$ cat src/rtl/ckbb_pkg.sv
// ----------------------------------------------------------------------------
// ckbb_pkg: shared types and constants
// Frame limits, coordinate widths, register indexes and the item passed
// between the front and back parts of the colour-key bounding box block.
// ----------------------------------------------------------------------------
package ckbb_pkg;

  localparam int MAX_FRAME_WIDTH  = 2048;
  localparam int MAX_FRAME_HEIGHT = 2048;

  localparam int COLOR_W = 8;
  localparam int DIM_W   = 12;
  localparam int BOX_W   = 11;
  localparam int DATA_W  = 12;
  localparam int IDX_W   = 3;

  localparam int MAX_DIM = (MAX_FRAME_WIDTH > MAX_FRAME_HEIGHT) ?
                           MAX_FRAME_WIDTH : MAX_FRAME_HEIGHT;
  // counters hold positions up to MAX_DIM - 1, limits up to MAX_DIM
  localparam int CNT_W = $clog2(MAX_DIM);
  localparam int LIM_W = CNT_W + 1;

  localparam int QUEUE_DEPTH = 2;

  localparam logic [COLOR_W-1:0] TOLERANCE_RESET = COLOR_W'(8);
  localparam logic [DIM_W-1:0]   WIDTH_RESET     = DIM_W'(640);
  localparam logic [DIM_W-1:0]   HEIGHT_RESET    = DIM_W'(480);

  typedef enum logic [IDX_W-1:0] {
    REG_TARGET_BLUE  = 3'd0,
    REG_TARGET_GREEN = 3'd1,
    REG_TARGET_RED   = 3'd2,
    REG_TOLERANCE    = 3'd3,
    REG_FRAME_WIDTH  = 3'd4,
    REG_FRAME_HEIGHT = 3'd5
  } cfg_reg_t;

  // one classified pixel on its way to the box tracker
  typedef struct packed {
    logic             match;
    logic             done;
    logic [CNT_W-1:0] column;
    logic [CNT_W-1:0] row;
  } item_t;

  // zero acts as one, anything above the maximum saturates
  function automatic logic [LIM_W-1:0] clamp_dim(input logic [DIM_W-1:0] v,
                                                  input int maxv);
    logic [LIM_W-1:0] res;
    if (v == '0) begin
      res = LIM_W'(1);
    end else if (int'(v) > maxv) begin
      res = LIM_W'(maxv);
    end else begin
      res = LIM_W'(v);
    end
    return res;
  endfunction

  // target - tol <= p <= target + tol, without wrap
  function automatic logic chan_match(input logic [COLOR_W-1:0] p,
                                      input logic [COLOR_W-1:0] t,
                                      input logic [COLOR_W-1:0] tol);
    logic [COLOR_W:0] p_hi;
    logic [COLOR_W:0] t_hi;
    p_hi = {1'b0, p} + {1'b0, tol};
    t_hi = {1'b0, t} + {1'b0, tol};
    return (p_hi >= {1'b0, t}) && ({1'b0, p} <= t_hi);
  endfunction

endpackage

$ cat src/rtl/colour_key_mask_bounding_box.sv
// ----------------------------------------------------------------------------
// colour_key_mask_bounding_box: colour-key mask with bounding box
// Streams BGR pixels in raster order, gives a mask bit per pixel and the
// bounding box of the matching pixels on the last pixel of each frame.
// ----------------------------------------------------------------------------
// One pixel item is accepted every clock cycle while the queue has room and
// yields exactly one result item. A pixel matches when each channel lies
// within match_tolerance of the target colour, with no wrap at either end.
// The front part classifies the pixel and tags it with its column and row; a
// two-entry queue hands it to the back part, which folds matches into the
// frame's box and loads the result register. out_valid rises once the item
// has passed the queue into the result register; the sustained rate of one
// item per cycle, while out_ready holds high, is set by the min/max
// update in the box tracker. On the last pixel (frame_done) the result
// carries box_found and the box, this pixel included; on every other pixel,
// and on a frame with no match, the box fields read zero. Register writes
// take effect at once and do not clear the position counters: a frame_width
// or frame_height of zero acts as one and values above the maximum
// saturate. Write registers only while no item is in flight.
// ----------------------------------------------------------------------------
module colour_key_mask_bounding_box
  import ckbb_pkg::*;
(
  input  logic               clk,
  input  logic               rst,
  // configuration write port
  input  logic               cfg_write,
  input  logic [IDX_W-1:0]   cfg_index,
  input  logic [DATA_W-1:0]  cfg_data,
  // pixel input
  input  logic               in_valid,
  output logic               in_ready,
  input  logic [COLOR_W-1:0] pixel_blue,
  input  logic [COLOR_W-1:0] pixel_green,
  input  logic [COLOR_W-1:0] pixel_red,
  // result output
  output logic               out_valid,
  input  logic               out_ready,
  output logic               mask_bit,
  output logic               frame_done,
  output logic               box_found,
  output logic [BOX_W-1:0]   box_left,
  output logic [BOX_W-1:0]   box_top,
  output logic [BOX_W-1:0]   box_right,
  output logic [BOX_W-1:0]   box_bottom
);

  // front to queue
  logic  push_valid;
  logic  push_ready;
  item_t push_item;
  // queue to back
  logic  pop_valid;
  logic  pop_ready;
  item_t pop_item;

  // classifier, configuration registers and position counters
  ckbb_front u_front (
    .clk        (clk),
    .rst        (rst),
    .cfg_write  (cfg_write),
    .cfg_index  (cfg_index),
    .cfg_data   (cfg_data),
    .in_valid   (in_valid),
    .in_ready   (in_ready),
    .pixel_blue (pixel_blue),
    .pixel_green(pixel_green),
    .pixel_red  (pixel_red),
    .push_valid (push_valid),
    .push_ready (push_ready),
    .push_item  (push_item)
  );

  // lets either side stall without stopping the other
  ckbb_queue u_queue (
    .clk       (clk),
    .rst       (rst),
    .push_valid(push_valid),
    .push_ready(push_ready),
    .push_item (push_item),
    .pop_valid (pop_valid),
    .pop_ready (pop_ready),
    .pop_item  (pop_item)
  );

  // box tracker and output register
  ckbb_back u_back (
    .clk       (clk),
    .rst       (rst),
    .pop_valid (pop_valid),
    .pop_ready (pop_ready),
    .pop_item  (pop_item),
    .out_valid (out_valid),
    .out_ready (out_ready),
    .mask_bit  (mask_bit),
    .frame_done(frame_done),
    .box_found (box_found),
    .box_left  (box_left),
    .box_top   (box_top),
    .box_right (box_right),
    .box_bottom(box_bottom)
  );

endmodule

$ cat src/rtl/ckbb_front.sv
// ----------------------------------------------------------------------------
// ckbb_front: pixel classifier and raster position counters
// Holds the configuration registers, tests each pixel against the target
// colour and tags it with its column, row and end-of-frame flag.
// ----------------------------------------------------------------------------
module ckbb_front
  import ckbb_pkg::*;
(
  input  logic               clk,
  input  logic               rst,
  input  logic               cfg_write,
  input  logic [IDX_W-1:0]   cfg_index,
  input  logic [DATA_W-1:0]  cfg_data,
  input  logic               in_valid,
  output logic               in_ready,
  input  logic [COLOR_W-1:0] pixel_blue,
  input  logic [COLOR_W-1:0] pixel_green,
  input  logic [COLOR_W-1:0] pixel_red,
  output logic               push_valid,
  input  logic               push_ready,
  output item_t              push_item
);

  logic [COLOR_W-1:0] target_blue;
  logic [COLOR_W-1:0] target_green;
  logic [COLOR_W-1:0] target_red;
  logic [COLOR_W-1:0] match_tolerance;
  logic [DIM_W-1:0]   frame_width;
  logic [DIM_W-1:0]   frame_height;

  logic [CNT_W-1:0] column_count;
  logic [CNT_W-1:0] row_count;

  logic [LIM_W-1:0] width_lim;
  logic [LIM_W-1:0] height_lim;
  logic             line_end;
  logic             last_line;
  logic             accept;

  always_ff @(posedge clk) begin
    if (rst) begin
      target_blue     <= '0;
      target_green    <= '0;
      target_red      <= '0;
      match_tolerance <= TOLERANCE_RESET;
      frame_width     <= WIDTH_RESET;
      frame_height    <= HEIGHT_RESET;
    end else if (cfg_write) begin
      case (cfg_index)
        REG_TARGET_BLUE:  target_blue     <= cfg_data[COLOR_W-1:0];
        REG_TARGET_GREEN: target_green    <= cfg_data[COLOR_W-1:0];
        REG_TARGET_RED:   target_red      <= cfg_data[COLOR_W-1:0];
        REG_TOLERANCE:    match_tolerance <= cfg_data[COLOR_W-1:0];
        REG_FRAME_WIDTH:  frame_width     <= cfg_data[DIM_W-1:0];
        REG_FRAME_HEIGHT: frame_height    <= cfg_data[DIM_W-1:0];
        default: ;
      endcase
    end
  end

  always_comb begin
    width_lim  = clamp_dim(frame_width, MAX_FRAME_WIDTH);
    height_lim = clamp_dim(frame_height, MAX_FRAME_HEIGHT);
    line_end   = (LIM_W'(column_count) + LIM_W'(1)) >= width_lim;
    last_line  = (LIM_W'(row_count) + LIM_W'(1)) >= height_lim;
  end

  assign in_ready   = push_ready;
  assign push_valid = in_valid;
  assign accept     = in_valid && push_ready;

  always_comb begin
    push_item.match  = chan_match(pixel_blue, target_blue, match_tolerance) &&
                       chan_match(pixel_green, target_green, match_tolerance) &&
                       chan_match(pixel_red, target_red, match_tolerance);
    push_item.done   = line_end && last_line;
    push_item.column = column_count;
    push_item.row    = row_count;
  end

  always_ff @(posedge clk) begin
    if (rst) begin
      column_count <= '0;
      row_count    <= '0;
    end else if (accept) begin
      if (line_end && last_line) begin
        column_count <= '0;
        row_count    <= '0;
      end else if (line_end) begin
        column_count <= '0;
        row_count    <= row_count + CNT_W'(1);
      end else begin
        column_count <= column_count + CNT_W'(1);
      end
    end
  end

endmodule

$ cat src/rtl/ckbb_queue.sv
// ----------------------------------------------------------------------------
// ckbb_queue: short item queue
// Small first-in first-out buffer that decouples the classifier from the
// box tracker; push and pop may happen in the same cycle.
// ----------------------------------------------------------------------------
module ckbb_queue
  import ckbb_pkg::*;
(
  input  logic  clk,
  input  logic  rst,
  input  logic  push_valid,
  output logic  push_ready,
  input  item_t push_item,
  output logic  pop_valid,
  input  logic  pop_ready,
  output item_t pop_item
);

  localparam int PTR_W   = (QUEUE_DEPTH > 1) ? $clog2(QUEUE_DEPTH) : 1;
  localparam int COUNT_W = $clog2(QUEUE_DEPTH + 1);

  item_t              slots [QUEUE_DEPTH];
  logic [PTR_W-1:0]   wr_ptr;
  logic [PTR_W-1:0]   rd_ptr;
  logic [COUNT_W-1:0] fill;
  logic               do_push;
  logic               do_pop;

  assign push_ready = fill != COUNT_W'(QUEUE_DEPTH);
  assign pop_valid  = fill != '0;
  assign do_push    = push_valid && push_ready;
  assign do_pop     = pop_valid && pop_ready;
  assign pop_item   = slots[rd_ptr];

  always_ff @(posedge clk) begin
    if (do_push) begin
      slots[wr_ptr] <= push_item;
    end
  end

  always_ff @(posedge clk) begin
    if (rst) begin
      wr_ptr <= '0;
      rd_ptr <= '0;
      fill   <= '0;
    end else begin
      if (do_push) begin
        wr_ptr <= (wr_ptr == PTR_W'(QUEUE_DEPTH - 1)) ? '0 : wr_ptr + PTR_W'(1);
      end
      if (do_pop) begin
        rd_ptr <= (rd_ptr == PTR_W'(QUEUE_DEPTH - 1)) ? '0 : rd_ptr + PTR_W'(1);
      end
      case ({do_push, do_pop})
        2'b10:   fill <= fill + COUNT_W'(1);
        2'b01:   fill <= fill - COUNT_W'(1);
        default: fill <= fill;
      endcase
    end
  end

endmodule

$ cat src/rtl/ckbb_back.sv
// ----------------------------------------------------------------------------
// ckbb_back: bounding box tracker and result register
// Folds each matching pixel into the frame's box, reports the box on the
// last pixel of a frame and holds each result until it is taken.
// ----------------------------------------------------------------------------
module ckbb_back
  import ckbb_pkg::*;
(
  input  logic             clk,
  input  logic             rst,
  input  logic             pop_valid,
  output logic             pop_ready,
  input  item_t            pop_item,
  output logic             out_valid,
  input  logic             out_ready,
  output logic             mask_bit,
  output logic             frame_done,
  output logic             box_found,
  output logic [BOX_W-1:0] box_left,
  output logic [BOX_W-1:0] box_top,
  output logic [BOX_W-1:0] box_right,
  output logic [BOX_W-1:0] box_bottom
);

  logic             any_match;
  logic [CNT_W-1:0] min_column;
  logic [CNT_W-1:0] min_row;
  logic [CNT_W-1:0] max_column;
  logic [CNT_W-1:0] max_row;

  logic             any_match_next;
  logic [CNT_W-1:0] min_column_next;
  logic [CNT_W-1:0] min_row_next;
  logic [CNT_W-1:0] max_column_next;
  logic [CNT_W-1:0] max_row_next;
  logic             report;
  logic             take;

  assign pop_ready = !out_valid || out_ready;
  assign take      = pop_valid && pop_ready;

  always_comb begin
    any_match_next  = any_match;
    min_column_next = min_column;
    min_row_next    = min_row;
    max_column_next = max_column;
    max_row_next    = max_row;
    if (pop_item.match) begin
      any_match_next = 1'b1;
      if (!any_match) begin
        min_column_next = pop_item.column;
        max_column_next = pop_item.column;
        min_row_next    = pop_item.row;
        max_row_next    = pop_item.row;
      end else begin
        if (pop_item.column < min_column) min_column_next = pop_item.column;
        if (pop_item.column > max_column) max_column_next = pop_item.column;
        if (pop_item.row < min_row)       min_row_next    = pop_item.row;
        if (pop_item.row > max_row)       max_row_next    = pop_item.row;
      end
    end
    report = pop_item.done && any_match_next;
  end

  // box state; cleared at the end of each frame
  always_ff @(posedge clk) begin
    if (rst) begin
      any_match <= 1'b0;
    end else if (take) begin
      any_match <= any_match_next && !pop_item.done;
    end
  end

  always_ff @(posedge clk) begin
    if (take) begin
      min_column <= min_column_next;
      min_row    <= min_row_next;
      max_column <= max_column_next;
      max_row    <= max_row_next;
    end
  end

  always_ff @(posedge clk) begin
    if (rst) begin
      out_valid <= 1'b0;
    end else if (take) begin
      out_valid <= 1'b1;
    end else if (out_ready) begin
      out_valid <= 1'b0;
    end
  end

  always_ff @(posedge clk) begin
    if (take) begin
      mask_bit   <= pop_item.match;
      frame_done <= pop_item.done;
      box_found  <= report;
      box_left   <= report ? BOX_W'(min_column_next) : '0;
      box_top    <= report ? BOX_W'(min_row_next)    : '0;
      box_right  <= report ? BOX_W'(max_column_next) : '0;
      box_bottom <= report ? BOX_W'(max_row_next)    : '0;
    end
  end

endmodule

$ cat config.mk
export PLATFORM = sky130hd
export DESIGN_NAME = colour_key_mask_bounding_box
export DESIGN_NICKNAME = d
export VERILOG_FILES = /design/src/rtl/ckbb_pkg.sv /design/src/rtl/colour_key_mask_bounding_box.sv /design/src/rtl/ckbb_front.sv /design/src/rtl/ckbb_queue.sv /design/src/rtl/ckbb_back.sv
export SDC_FILE = /design/constraint.sdc
export NUM_CORES = 1
export LEC_CHECK = 0
export ABC_AREA = 1
export BUFFER_PORTS_ARGS = -buffer_cell sky130_fd_sc_hd__buf_2
export CORE_ASPECT_RATIO = 1.1
export CORE_MARGIN = 1.5
export CORE_UTILIZATION = 56
export CTS_CLUSTER_DIAMETER = 30
export DETAILED_ROUTE_END_ITERATION = 7
export GPL_TIMING_DRIVEN = 0
export HOLD_SLACK_MARGIN = 0.05
export MAX_ROUTING_LAYER = met4
export PLACE_DENSITY_LB_ADDON = 0.25
export SLEW_MARGIN = 20
export SYNTH_ARGS = -nofsm -noshare
export SYNTH_HDL_FRONTEND = slang
export SYNTH_SLANG_ARGS = --single-unit
export TNS_END_PERCENT = 1
$ cat constraint.sdc
create_clock -name clk -period 5.8 [get_ports clk]
set_clock_uncertainty 0.2 [all_clocks]
set_input_delay 0.29 -clock clk [delete_from_list [all_inputs] [get_ports clk]]
set_output_delay 0.29 -clock clk [all_outputs]
set_load 0.03 [all_outputs]
==> flow_summary.yaml, run 1 <==
outcome:
  status: "finished, violations left"
  violations: "DRC"
yosys:
  synth_edf_count: 139
  synth_ff_type: "edfxtp_1"
  ys_warn_count: 0
  syn_avg_cell_area_sq_um: 8.346
  netlist_instances: 1666
  synth_top_area_share_pct: 30.02
  synth_fp_nets: 1881
  synth.area.top_cells: "edfxtp_1 30%, ha_1 15%, dfxtp_1 12%, nand2_1 8.7%, inv_1 7.1%"
  syn_area_sq_mm: 0.01390
  yosysSeqAreaShare_pct: 42.26
  yosysMostFrequentCell: "nand2_1"
  ys_async_sr_fraction_pct: 0
  synth-seq-cells: 224
  synth_common_cells: "323 x nand2_1, 264 x inv_1, 165 x ha_1"
  synth_cell_type_count: 40
  synth_top_cell_by_area: "edfxtp_1"
cells_and_area:
  final_layout_size_suffix_gt1_share_pct: 12.16
  largest_reg_flops: 48
  antenna_cells: 0
  nets: 2029
  fill_cells: 2025
  reg.largest.list: "u_queue.slots: 48 flops, u_front.frame_height: 12 flops, u_front.frame_width: 12 flops"
  regMostFlops: "u_queue.slots"
  area_growth_pct: 17.21
critical_path:
  crit_chain: "inv_1 > fa_1 > o21ai_0 > xor2_1 > ha_1 > nand2_1 > nor2_1 > nand2_1 > nand2_1 > nand2_1 > nand2_1 > nand2_1 > nand2_1 > nand2_1 > nand2_1 > nand2_1 > nor2_1"
  critPathBufInv: 1
  endpoint_kind: "flip-flop"
  cp.arrival_ns: 3.86
  crit_type: "reg -> reg"
  critPathMostFrequentCell: "nand2_1"
  cp-start-kind: "flip-flop"
  max_stage_delay_ns: 0.73
  required_ns: 5.88
  path_max_fanout: 10
  critical_path.top_delay_family: "simple AND/OR/NAND/NOR gates"
  slowest_stage: "dfxtp_1"
routing:
  wl_mm: 31.26
  drtIter0Drc: 545
  vias: 11360
  drc: 7
  routedWlPerCell_microns: 14.53
  postRouteAntennaNets: 0
  vias_per_cell: 5.278
  firstDrtPassIters: 7
sta:
  finalCritPeriodShare_pct: 65.23
  layout_min_cycle_time_ns: 3.783
  hold_viol: 0
  relSlewSlack_pct: 52.31
  grt_setup_unrepaired: "false"
  fmax_mhz: 264.3
  slew_viol_final: 0
  setup_viol: 0
  holdWs_ns: 0.08610
  tightest_slew_ns: 0.7137
  setup_tns_ns: 0
grt:
  grt_antenna_before_repair: 0
  busiest_layer: "met2"
  grt_pass1_wl_mm: 51.60
  grtUsageMet1_pct: 29.54
  grt_pass1_vias: 10940
  use_met2_pct: 44.57
  grt_overflow: 0
  grt_use_total_pct: 25.18
  grt_max_degree: 26
  gr-usage-met3_pct: 3.037
clock_network:
  clk_pin_slew_ns: 0.06
  cts_tree: "built"
  postCtsHoldBufs: 15
  cts.htree.levels: 2
  clk_latency_ns: 0.50
  cts_setup_buffers: 0
  cts.path.max_buffers: 3
  cts-buffers-inserted: 36
  ctsResizeCount: 0
  cts_sinks: 224
  cts-root-buf: "clkbuf_16"
power:
  peakVddDrop_uv: 286.4
  p_comb_share_pct: 40.5
  switching_share_pct: 38.73
  total_power_mw: 7.965
  clkPwrFrac_pct: 27.4
  p_leak_nw: 7.845
  power_switching_mw: 3.085
  intPower_mw: 4.880
  seq_power_share_pct: 32.1
  power.density_mw_per_mm2: 488.7
placement:
  portBuffers: 91
  hpwl_mm: 24.08
  gp_congestion: 0.9628
floorplanning:
  coreArea_sq_mm: 0.02440
  dieArea_sq_mm: 0.02578
  num_rows: 60
  die_w_microns: 153.2
  start_util_pct: 56.99
  num_io_pins: 93
  die_y_microns: 168.3
hold_path:
  hold_path_class: "in -> reg"
flow_run:
  max_cap_violations: 0
layout make-up:
cell class	instances	area (sq um)	area share (%)
buffer	40	215.2	1.321
clock buffer	39	933.4	5.727
clock inverter	27	332.8	2.042
inverter	266	998.5	6.127
multi-input combinational	1136	6838	41.96
sequential	224	5876	36.05
tap	310	387.9	2.380
timing repair buffer	110	715.7	4.392
metal layers:
metal  vias to the layer above  wire, microns
met5                         -              0
li1                       5825              -
met1                      5187          13420
met2                       281          15570
met3                        66           1370
met4                         0            903
cells by family after synthesis:
logic type | synth area share (%)
adder cells (fa/ha/maj) | 15.71
AND/OR/NAND/NOR | 20.63
buffers and inverters | 8.728
AO/OA/AOI/OAI | 9.520
flip-flops | 42.26
XOR/XNOR | 3.149
path summary, 6_finish.rpt:
| path | from | to | slack [ns] | depth (start not counted) |
|---|---|---|---|---|
| worst max-delay path | u_front.match_tolerance[1]$_SDFFE_PP0P_ | u_queue.slots[1][23]$_DFFE_PP_ | 2.02 | 17 |
| worst min register to register | u_queue.rd_ptr$_SDFFE_PP0P_ | flip-flop | 0.27 | 1 |
| worst max register to register | u_front.match_tolerance[1]$_SDFFE_PP0P_ | u_queue.slots[1][23]$_DFFE_PP_ | 2.02 | 17 |
| worst min-delay path | cfg_index[1] | u_front.match_tolerance[3]$_SDFFE_PP1P_ | 0.09 | 5 |
layout by cell type (no fill, tap or decap), drive strengths merged:
master,instances
dlygate4sd3,15
or2,24
nand3,91
nor2,172
o22ai,2
a211oi,7
nand4,26
a31oi,4
clkinvlp,4
bufinv,5
buf,115
xnor2,18
fa,6
edfxtp,139
o311ai,2
o21ai,101
inv,269
a41oi,2
ha,165
dfxtp,85
clkinv,15
a21o,4
o211ai,5
xor2,32
a21oi,116
nand2,331
nand3b,1
clkbuf,59
nor4,6
o21bai,3
o21a,3
and2,1
nor3,14
power by group through the flow:
stage	Sequential [mW]	Clock [mW]	Combinational [mW]
after global placement	2.61	0	2.98
after detailed placement	2.58	0	3.21
after global routing	2.60	2.28	3.67
after CTS	2.56	2.21	3.24
final	2.56	2.18	3.23
after floorplan	2.94	0	1.95
per-stage QoR:
stage | instance area (sq um) | setup slack, ns | utilization [%] | cells
after floorplan | 13910 | 1.592 | - | 1666
after global placement | 14750 | 0.6160 | 60.46 | 2067
after detailed placement | 14880 | 2.001 | 60.99 | 2071
after CTS | 16300 | 1.986 | 66.79 | 2152
after global routing | 16300 | 1.746 | 66.79 | 2152
final | 16300 | 2.017 | 66.79 | 2152
worst min-delay path, cell delays in order:
cell     delay (ns)
buf_2          0.12
inv_1          0.11
nor3_4         0.08
nand2_1        0.06
nand3_1        0.06
Note: power is estimated with default switching activity, not from simulation.
==> run 2: changes to the inputs <==
--- a/config.mk
+++ b/config.mk
@@ -5,7 +5,7 @@
 export SDC_FILE = /design/constraint.sdc
 export NUM_CORES = 1
 export LEC_CHECK = 0
-export ABC_AREA = 1
+export ABC_AREA = 0
 export BUFFER_PORTS_ARGS = -buffer_cell sky130_fd_sc_hd__buf_2
 export CORE_ASPECT_RATIO = 1.1
 export CORE_MARGIN = 1.5
==> constraint.sdc (replaced) <==
create_clock -name clk -period 3.05 [get_ports clk]
set_clock_uncertainty 0.2 [all_clocks]
set_input_delay 0.1525 -clock clk [delete_from_list [all_inputs] [get_ports clk]]
set_output_delay 0.1525 -clock clk [all_outputs]
set_load 0.03 [all_outputs]
==> flow_summary.yaml, run 2 <==
routing:
  drtIter0Drc: 548
  vias_per_cell: 5.829
  routedWlPerCell_microns: 17.69
  postRouteAntennaNets: 0
  drc: 0
  firstDrtPassIters: 7
  wl_mm: 33.02
  vias: 10880
yosys:
  yosysMostFrequentCell: "ha_1"
  synth-seq-cells: 224
  synth_top_cell_by_area: "edfxtp_1"
  syn_avg_cell_area_sq_um: 9.866
  yosysSeqAreaShare_pct: 43.66
  synth_edf_count: 139
  ys_warn_count: 0
  ys_async_sr_fraction_pct: 0
  synth_common_cells: "165 x ha_1, 160 x nand2_1, 155 x a21oi_1"
  synth_cell_type_count: 66
  synth.area.top_cells: "edfxtp_1 31%, ha_1 15%, dfxtp_1 13%, a21oi_1 5.8%, nand2_1 4.5%"
  syn_area_sq_mm: 0.01346
  netlist_instances: 1364
  synth_ff_type: "edfxtp_1"
  synth_top_area_share_pct: 31.02
  synth_fp_nets: 1579
floorplanning:
  start_util_pct: 56.97
  coreArea_sq_mm: 0.02362
  num_rows: 59
  dieArea_sq_mm: 0.02497
  die_y_microns: 165.6
  die_w_microns: 150.8
  num_io_pins: 93
cells_and_area:
  fin_util_pct: 70.06
  area_growth_pct: 22.99
  layout_common_cells: "160 x nand2_1, 158 x ha_1, 143 x a21oi_1"
  largest_reg_flops: 48
  reg.largest.list: "u_queue.slots: 48 flops, u_front.frame_height: 12 flops, u_front.frame_width: 12 flops"
  antenna_cells: 0
  nets: 1747
  fill_cells: 1709
  regMostFlops: "u_queue.slots"
  final_layout_size_suffix_gt1_share_pct: 19.33
  layout_commonest_cell: "nand2_1"
sta:
  tightest_slew_ns: 0.7931
  fmax_mhz: 276.3
  hold_viol: 0
  finalCritPeriodShare_pct: 118.7
  layout_min_cycle_time_ns: 3.620
  slew_viol_final: 0
  grt_setup_unrepaired: "true"
  fin_ws_ns: -0.5696
  setup_viol: 72
  relSlewSlack_pct: 47.13
grt:
  grt_overflow: 0
  grt_use_total_pct: 26.94
  grt_pass1_vias: 10850
  grt_max_degree: 54
  grt_antenna_before_repair: 0
  grt_pass1_wl_mm: 51.89
flow_run:
  max_cap_violations: 0
placement:
  portBuffers: 90
  gp_congestion: 0.9041
  pre_cts_slack_ns: -1.390
  hpwl_mm: 22.83
power:
  p_leak_nw: 6.878
  peakVddDrop_uv: 596.5
  power.density_mw_per_mm2: 857.2
clock_network:
  cts-buffers-inserted: 39
  clk_latency_ns: 0.51
  clk_pin_slew_ns: 0.05
  cts.path.max_buffers: 3
  cts_sinks: 224
  cts-root-buf: "clkbuf_16"
  cts_tree: "built"
  cts.htree.levels: 2
outcome:
  violations: "setup timing"
  status: "finished, violations left"
critical_path:
  crit_type: "reg -> reg"
  required_ns: 3.11
  path_max_fanout: 5
  endpoint_kind: "flip-flop"
  cp.arrival_ns: 3.68
  cp-start-kind: "flip-flop"
hold_path:
  hold_path_class: "reg -> reg"
run 2: cell families (layout without fill, tap and decap cells):
kind of cell	after synthesis	in the layout	share of synthesized area, %
adders and majority gates	171	171	16.23
muxes	33	33	2.668
xor gates and xnor gates	64	64	4.166
buffers and inverters	159	357	4.844
DFF	224	224	43.66
and+or+nand+nor	371	371	12.38
AOI/OAI and AO/OA	342	342	16.05
run 2: final cells by class:
type / count / area, sq um / share of cell area [%]
clock buffers: 47 / 1091 / 6.592
inverters: 112 / 426.7 / 2.578
plain buffers: 47 / 302.8 / 1.829
clock inverters: 24 / 244.0 / 1.474
well taps: 305 / 381.6 / 2.306
multi-input cells: 981 / 7377 / 44.57
flip-flops and latches: 224 / 5902 / 35.66
repair buffers: 127 / 825.8 / 4.989
run 2: worst max-delay path: stages, from the launching register on:
cell and delay [ns]:
dfxtp_4 0.42, buf_12 0.13, ha_1 0.15, inv_1 0.05, fa_2 0.35, nor2b_1 0.17
nor3_1 0.09, o21ai_1 0.15, and2_1 0.16, xor2_1 0.17, ha_1 0.28, a21oi_2 0.14
o221ai_1 0.12, a21o_1 0.17, a41o_1 0.27, o311ai_4 0.13, nor4_2 0.07, buf_4 0.16
run 2: layer usage:
| layer | vias to the layer above | routed length (microns) | global-route usage, % |
|---|---|---|---|
| li1 | 5278 | - | - |
| met1 | 5154 | 12830 | 29.54 |
| met2 | 355 | 17200 | 48.28 |
| met3 | 96 | 1760 | 3.407 |
| met4 | 0 | 1234 | 12.89 |
| met5 | - | 0 | - |
run 2: what timing repair did:
item | CTS | global route
setup endpoints to repair | 113 | 112
setup buffers | 10 | 2
pin swaps | 17 | 23
hold endpoints to repair | 67 | 0
hold buffers | 24 | 0
gates resized for setup | 65 | 82
run 2: report_power, final:
group / leakage, nW / switching, mW / internal, mW
registers: 2.03 / 0.349 / 4.37
clock network: 0.647 / 1.55 / 2.77
logic: 4.20 / 3.36 / 1.79
total: 6.88 / 5.26 / 8.93
run 2: path summary, 6_finish.rpt:
| check | start | end | slack [ns] | cells past startpoint |
|---|---|---|---|---|
| max | u_front.match_tolerance[0]$_SDFFE_PP0P_ | u_queue.slots[0][23]$_DFFE_PP_ | -0.57 | 17 |
| min | u_front.row_count[2]$_SDFFE_PP0P_ | u_queue.slots[1][2]$_DFFE_PP_ | 0.25 | 0 |
| max reg2reg | u_front.match_tolerance[0]$_SDFFE_PP0P_ | u_queue.slots[0][23]$_DFFE_PP_ | -0.57 | 17 |
| min reg2reg | u_front.row_count[2]$_SDFFE_PP0P_ | u_queue.slots[1][2]$_DFFE_PP_ | 0.25 | 0 |
run 2: stage by stage:
| stage | instance area (sq um) | cells | setup TNS (ns) | total power, mW | hold slack, ns |
|---|---|---|---|---|---|
| after floorplan | 13460 | 1364 | -9.927 | 8.010 | 0.07647 |
| after global placement | 14290 | 1759 | -68.55 | 9.137 | 0.2282 |
| after detailed placement | 14320 | 1760 | -72.90 | 9.322 | 0.2181 |
| after CTS | 16220 | 1865 | -21.63 | 13.88 | 0.2557 |
| after global routing | 16550 | 1867 | -29.44 | 14.92 | 0.2645 |
| final | 16550 | 1867 | -16.89 | 14.19 | 0.2542 |
==> run 3: changes to the inputs <==
--- a/config.mk
+++ b/config.mk
@@ -15,7 +15,7 @@
 export GPL_TIMING_DRIVEN = 0
 export HOLD_SLACK_MARGIN = 0.05
 export MAX_ROUTING_LAYER = met4
-export PLACE_DENSITY_LB_ADDON = 0.25
+export PLACE_DENSITY = 0.83
 export SLEW_MARGIN = 20
 export SYNTH_ARGS = -nofsm -noshare
 export SYNTH_HDL_FRONTEND = slang
==> flow_summary.yaml, run 3 (synthesized netlist as in run 2, its figures left out) <==
outcome:
  status: "finished, violations left"
  violations: "setup timing"
critical_path:
  crit_end: "u_queue.slots[1][23]$_DFFE_PP_"
  crit_type: "reg -> reg"
  cp.arrival_ns: 3.65
  endpoint_kind: "flip-flop"
  r2r-start: "u_front.match_tolerance[1]$_SDFFE_PP0P_"
  path_max_fanout: 4
  rrSetupSlack_ns: -0.52
  cp-start-kind: "flip-flop"
  rr_endpoint: "u_queue.slots[1][23]$_DFFE_PP_"
  required_ns: 3.13
  r2r_cells: 14
  startpoint: "u_front.match_tolerance[1]$_SDFFE_PP0P_"
sta:
  fin_ws_ns: -0.5162
  tightest_slew_ns: 0.8344
  finalCritPeriodShare_pct: 116.9
  fmax_mhz: 280.4
  slew_viol_final: 0
  setup_viol: 106
  relSlewSlack_pct: 44.37
  grt_setup_unrepaired: "true"
  hold_viol: 0
  layout_min_cycle_time_ns: 3.566
grt:
  grt_pass1_wl_mm: 55.94
  grt_pass1_vias: 11500
  grt_overflow: 0
  grt_antenna_before_repair: 1
  grt_max_degree: 35
  grt_use_total_pct: 29.27
placement:
  place_area_sq_mm: 0.01435
  gp_congestion: 0.8828
  hpwl_mm: 22.91
  pre_cts_slack_ns: -1.432
  portBuffers: 90
cells_and_area:
  reg.largest.list: "u_queue.slots: 48 flops, u_front.frame_height: 12 flops, u_front.frame_width: 12 flops"
  fin_util_pct: 71.39
  nets: 1752
  area_growth_pct: 25.33
  final_layout_size_suffix_gt1_share_pct: 21.22
  layout_common_cells: "161 x ha_1, 160 x nand2_1, 140 x a21oi_1"
  regMostFlops: "u_queue.slots"
  fin_area_sq_mm: 0.01686
  largest_reg_flops: 48
  fill_cells: 1492
  layout_commonest_cell: "ha_1"
routing:
  vias: 11540
  wl_mm: 37.33
  routedWlPerCell_microns: 19.91
  firstDrtPassIters: 5
  vias_per_cell: 6.157
  drtIter0Drc: 766
  postRouteAntennaNets: 0
  drc: 0
floorplanning:
  die_y_microns: 165.6
  num_rows: 59
  dieArea_sq_mm: 0.02497
  coreArea_sq_mm: 0.02362
  start_util_pct: 56.97
  num_io_pins: 93
  die_w_microns: 150.8
clock_network:
  cts-root-buf: "clkbuf_16"
  cts.htree.levels: 2
  clk_pin_slew_ns: 0.06
  clk_latency_ns: 0.53
  cts.path.max_buffers: 3
  cts_sinks: 224
  cts_tree: "built"
  cts-buffers-inserted: 41
power:
  power.density_mw_per_mm2: 906.7
  p_leak_nw: 7.011
  peakVddDrop_uv: 543.6
hold_path:
  hold_path_class: "reg -> reg"
flow_run:
  max_cap_violations: 0
-- run 3: cell types whose count changed in the layout (fill, tap and decap cells not counted), sizes merged --
| cell | previous run | this run |
|---|---|---|
| clkbuf | 69 | 67 |
| inv | 117 | 119 |
| buf | 128 | 132 |
| clkinv | 13 | 11 |
| bufinv | 2 | 5 |
| clkinvlp | 4 | 5 |
| dlygate4sd3 | 24 | 25 |
| diode | 0 | 1 |
-- run 3: worst min path at each step --
stage               slack, ns  cells past startpoint                                 start                                     to
finish                   0.26                      0  u_front.column_count[4]$_SDFFE_PP0P_         u_queue.slots[0][15]$_DFFE_PP_
CTS                      0.25                      4                          cfg_data[11]  u_front.frame_height[11]$_SDFFE_PP0P_
detailed placement       0.19                      3                           cfg_data[9]    u_front.frame_width[9]$_SDFFE_PP1P_
global placement         0.19                      3                           cfg_data[9]    u_front.frame_width[9]$_SDFFE_PP1P_
global route             0.27                      4                          cfg_data[10]  u_front.frame_height[10]$_SDFFE_PP0P_
floorplan                0.08                      2                           cfg_data[5]   u_front.frame_height[5]$_SDFFE_PP1P_
-- run 3: critical path, cell delays in order (launching register included) --
cell and delay [ns]:
dfxtp_4 0.36, buf_4 0.15, ha_1 0.29, a21o_1 0.17, a21oi_2 0.20, o21ai_2 0.10, o41ai_2 0.39, xor2_1 0.20
ha_1 0.28, nand3_2 0.10, nor2_1 0.04, a221o_1 0.32, o311ai_2 0.32, nor4_2 0.06, buf_4 0.16
-- run 3: layer usage --
layer | share of wire, % | global-route usage (%)
met1 | 37 | 31.72
met2 | 50 | 51.49
met3 | 7.7 | 4.643
met4 | 5.4 | 15.45
met5 | 0 | -
-- run 3: cell type report --
type | count | area, sq um | area share (%)
Multi-Input combinational cell | 981 | 7498 | 44.46
Sequential cell | 224 | 5897 | 34.97
Clock buffer | 47 | 1121 | 6.647
Timing Repair Buffer | 130 | 845.8 | 5.015
Inverter | 112 | 426.7 | 2.530
Buffer | 47 | 330.3 | 1.959
Clock inverter | 28 | 361.6 | 2.144
Antenna cell | 1 | 2.502 | 0.01484
Tap cell | 305 | 381.6 | 2.263
-- run 3: power by group --
group          total, mW  internal [mW]  leakage (nW)  switching [mW]
registers           4.78           4.37          2.03           0.408
clock network       4.82           3.13         0.718            1.69
logic               5.70           1.94          4.26            3.76
total               15.3           9.43          7.01            5.86
-- run 3: timing repair --
item                                   in CTS  in global routing
buffers inserted                           10                  2
cloned                                      0                  0
setup endpoints to repair                 112                112
endpoints found under the hold margin      67                  0
pin swaps                                  14                 31
resized for setup                          85                104
hold buffers                               25                  0
-- run 3: metrics by stage --
stage	hold slack [ns]	std cells	setup TNS [ns]	total power, mW
after floorplan	0.07647	1364	-9.927	8.010
after CTS	0.2489	1872	-18.80	14.57
after detailed placement	0.1942	1762	-70.72	9.387
after global routing	0.2686	1875	-35.38	15.87
final	0.2614	1875	-25.11	15.29
after global placement	0.1865	1759	-63.64	9.079
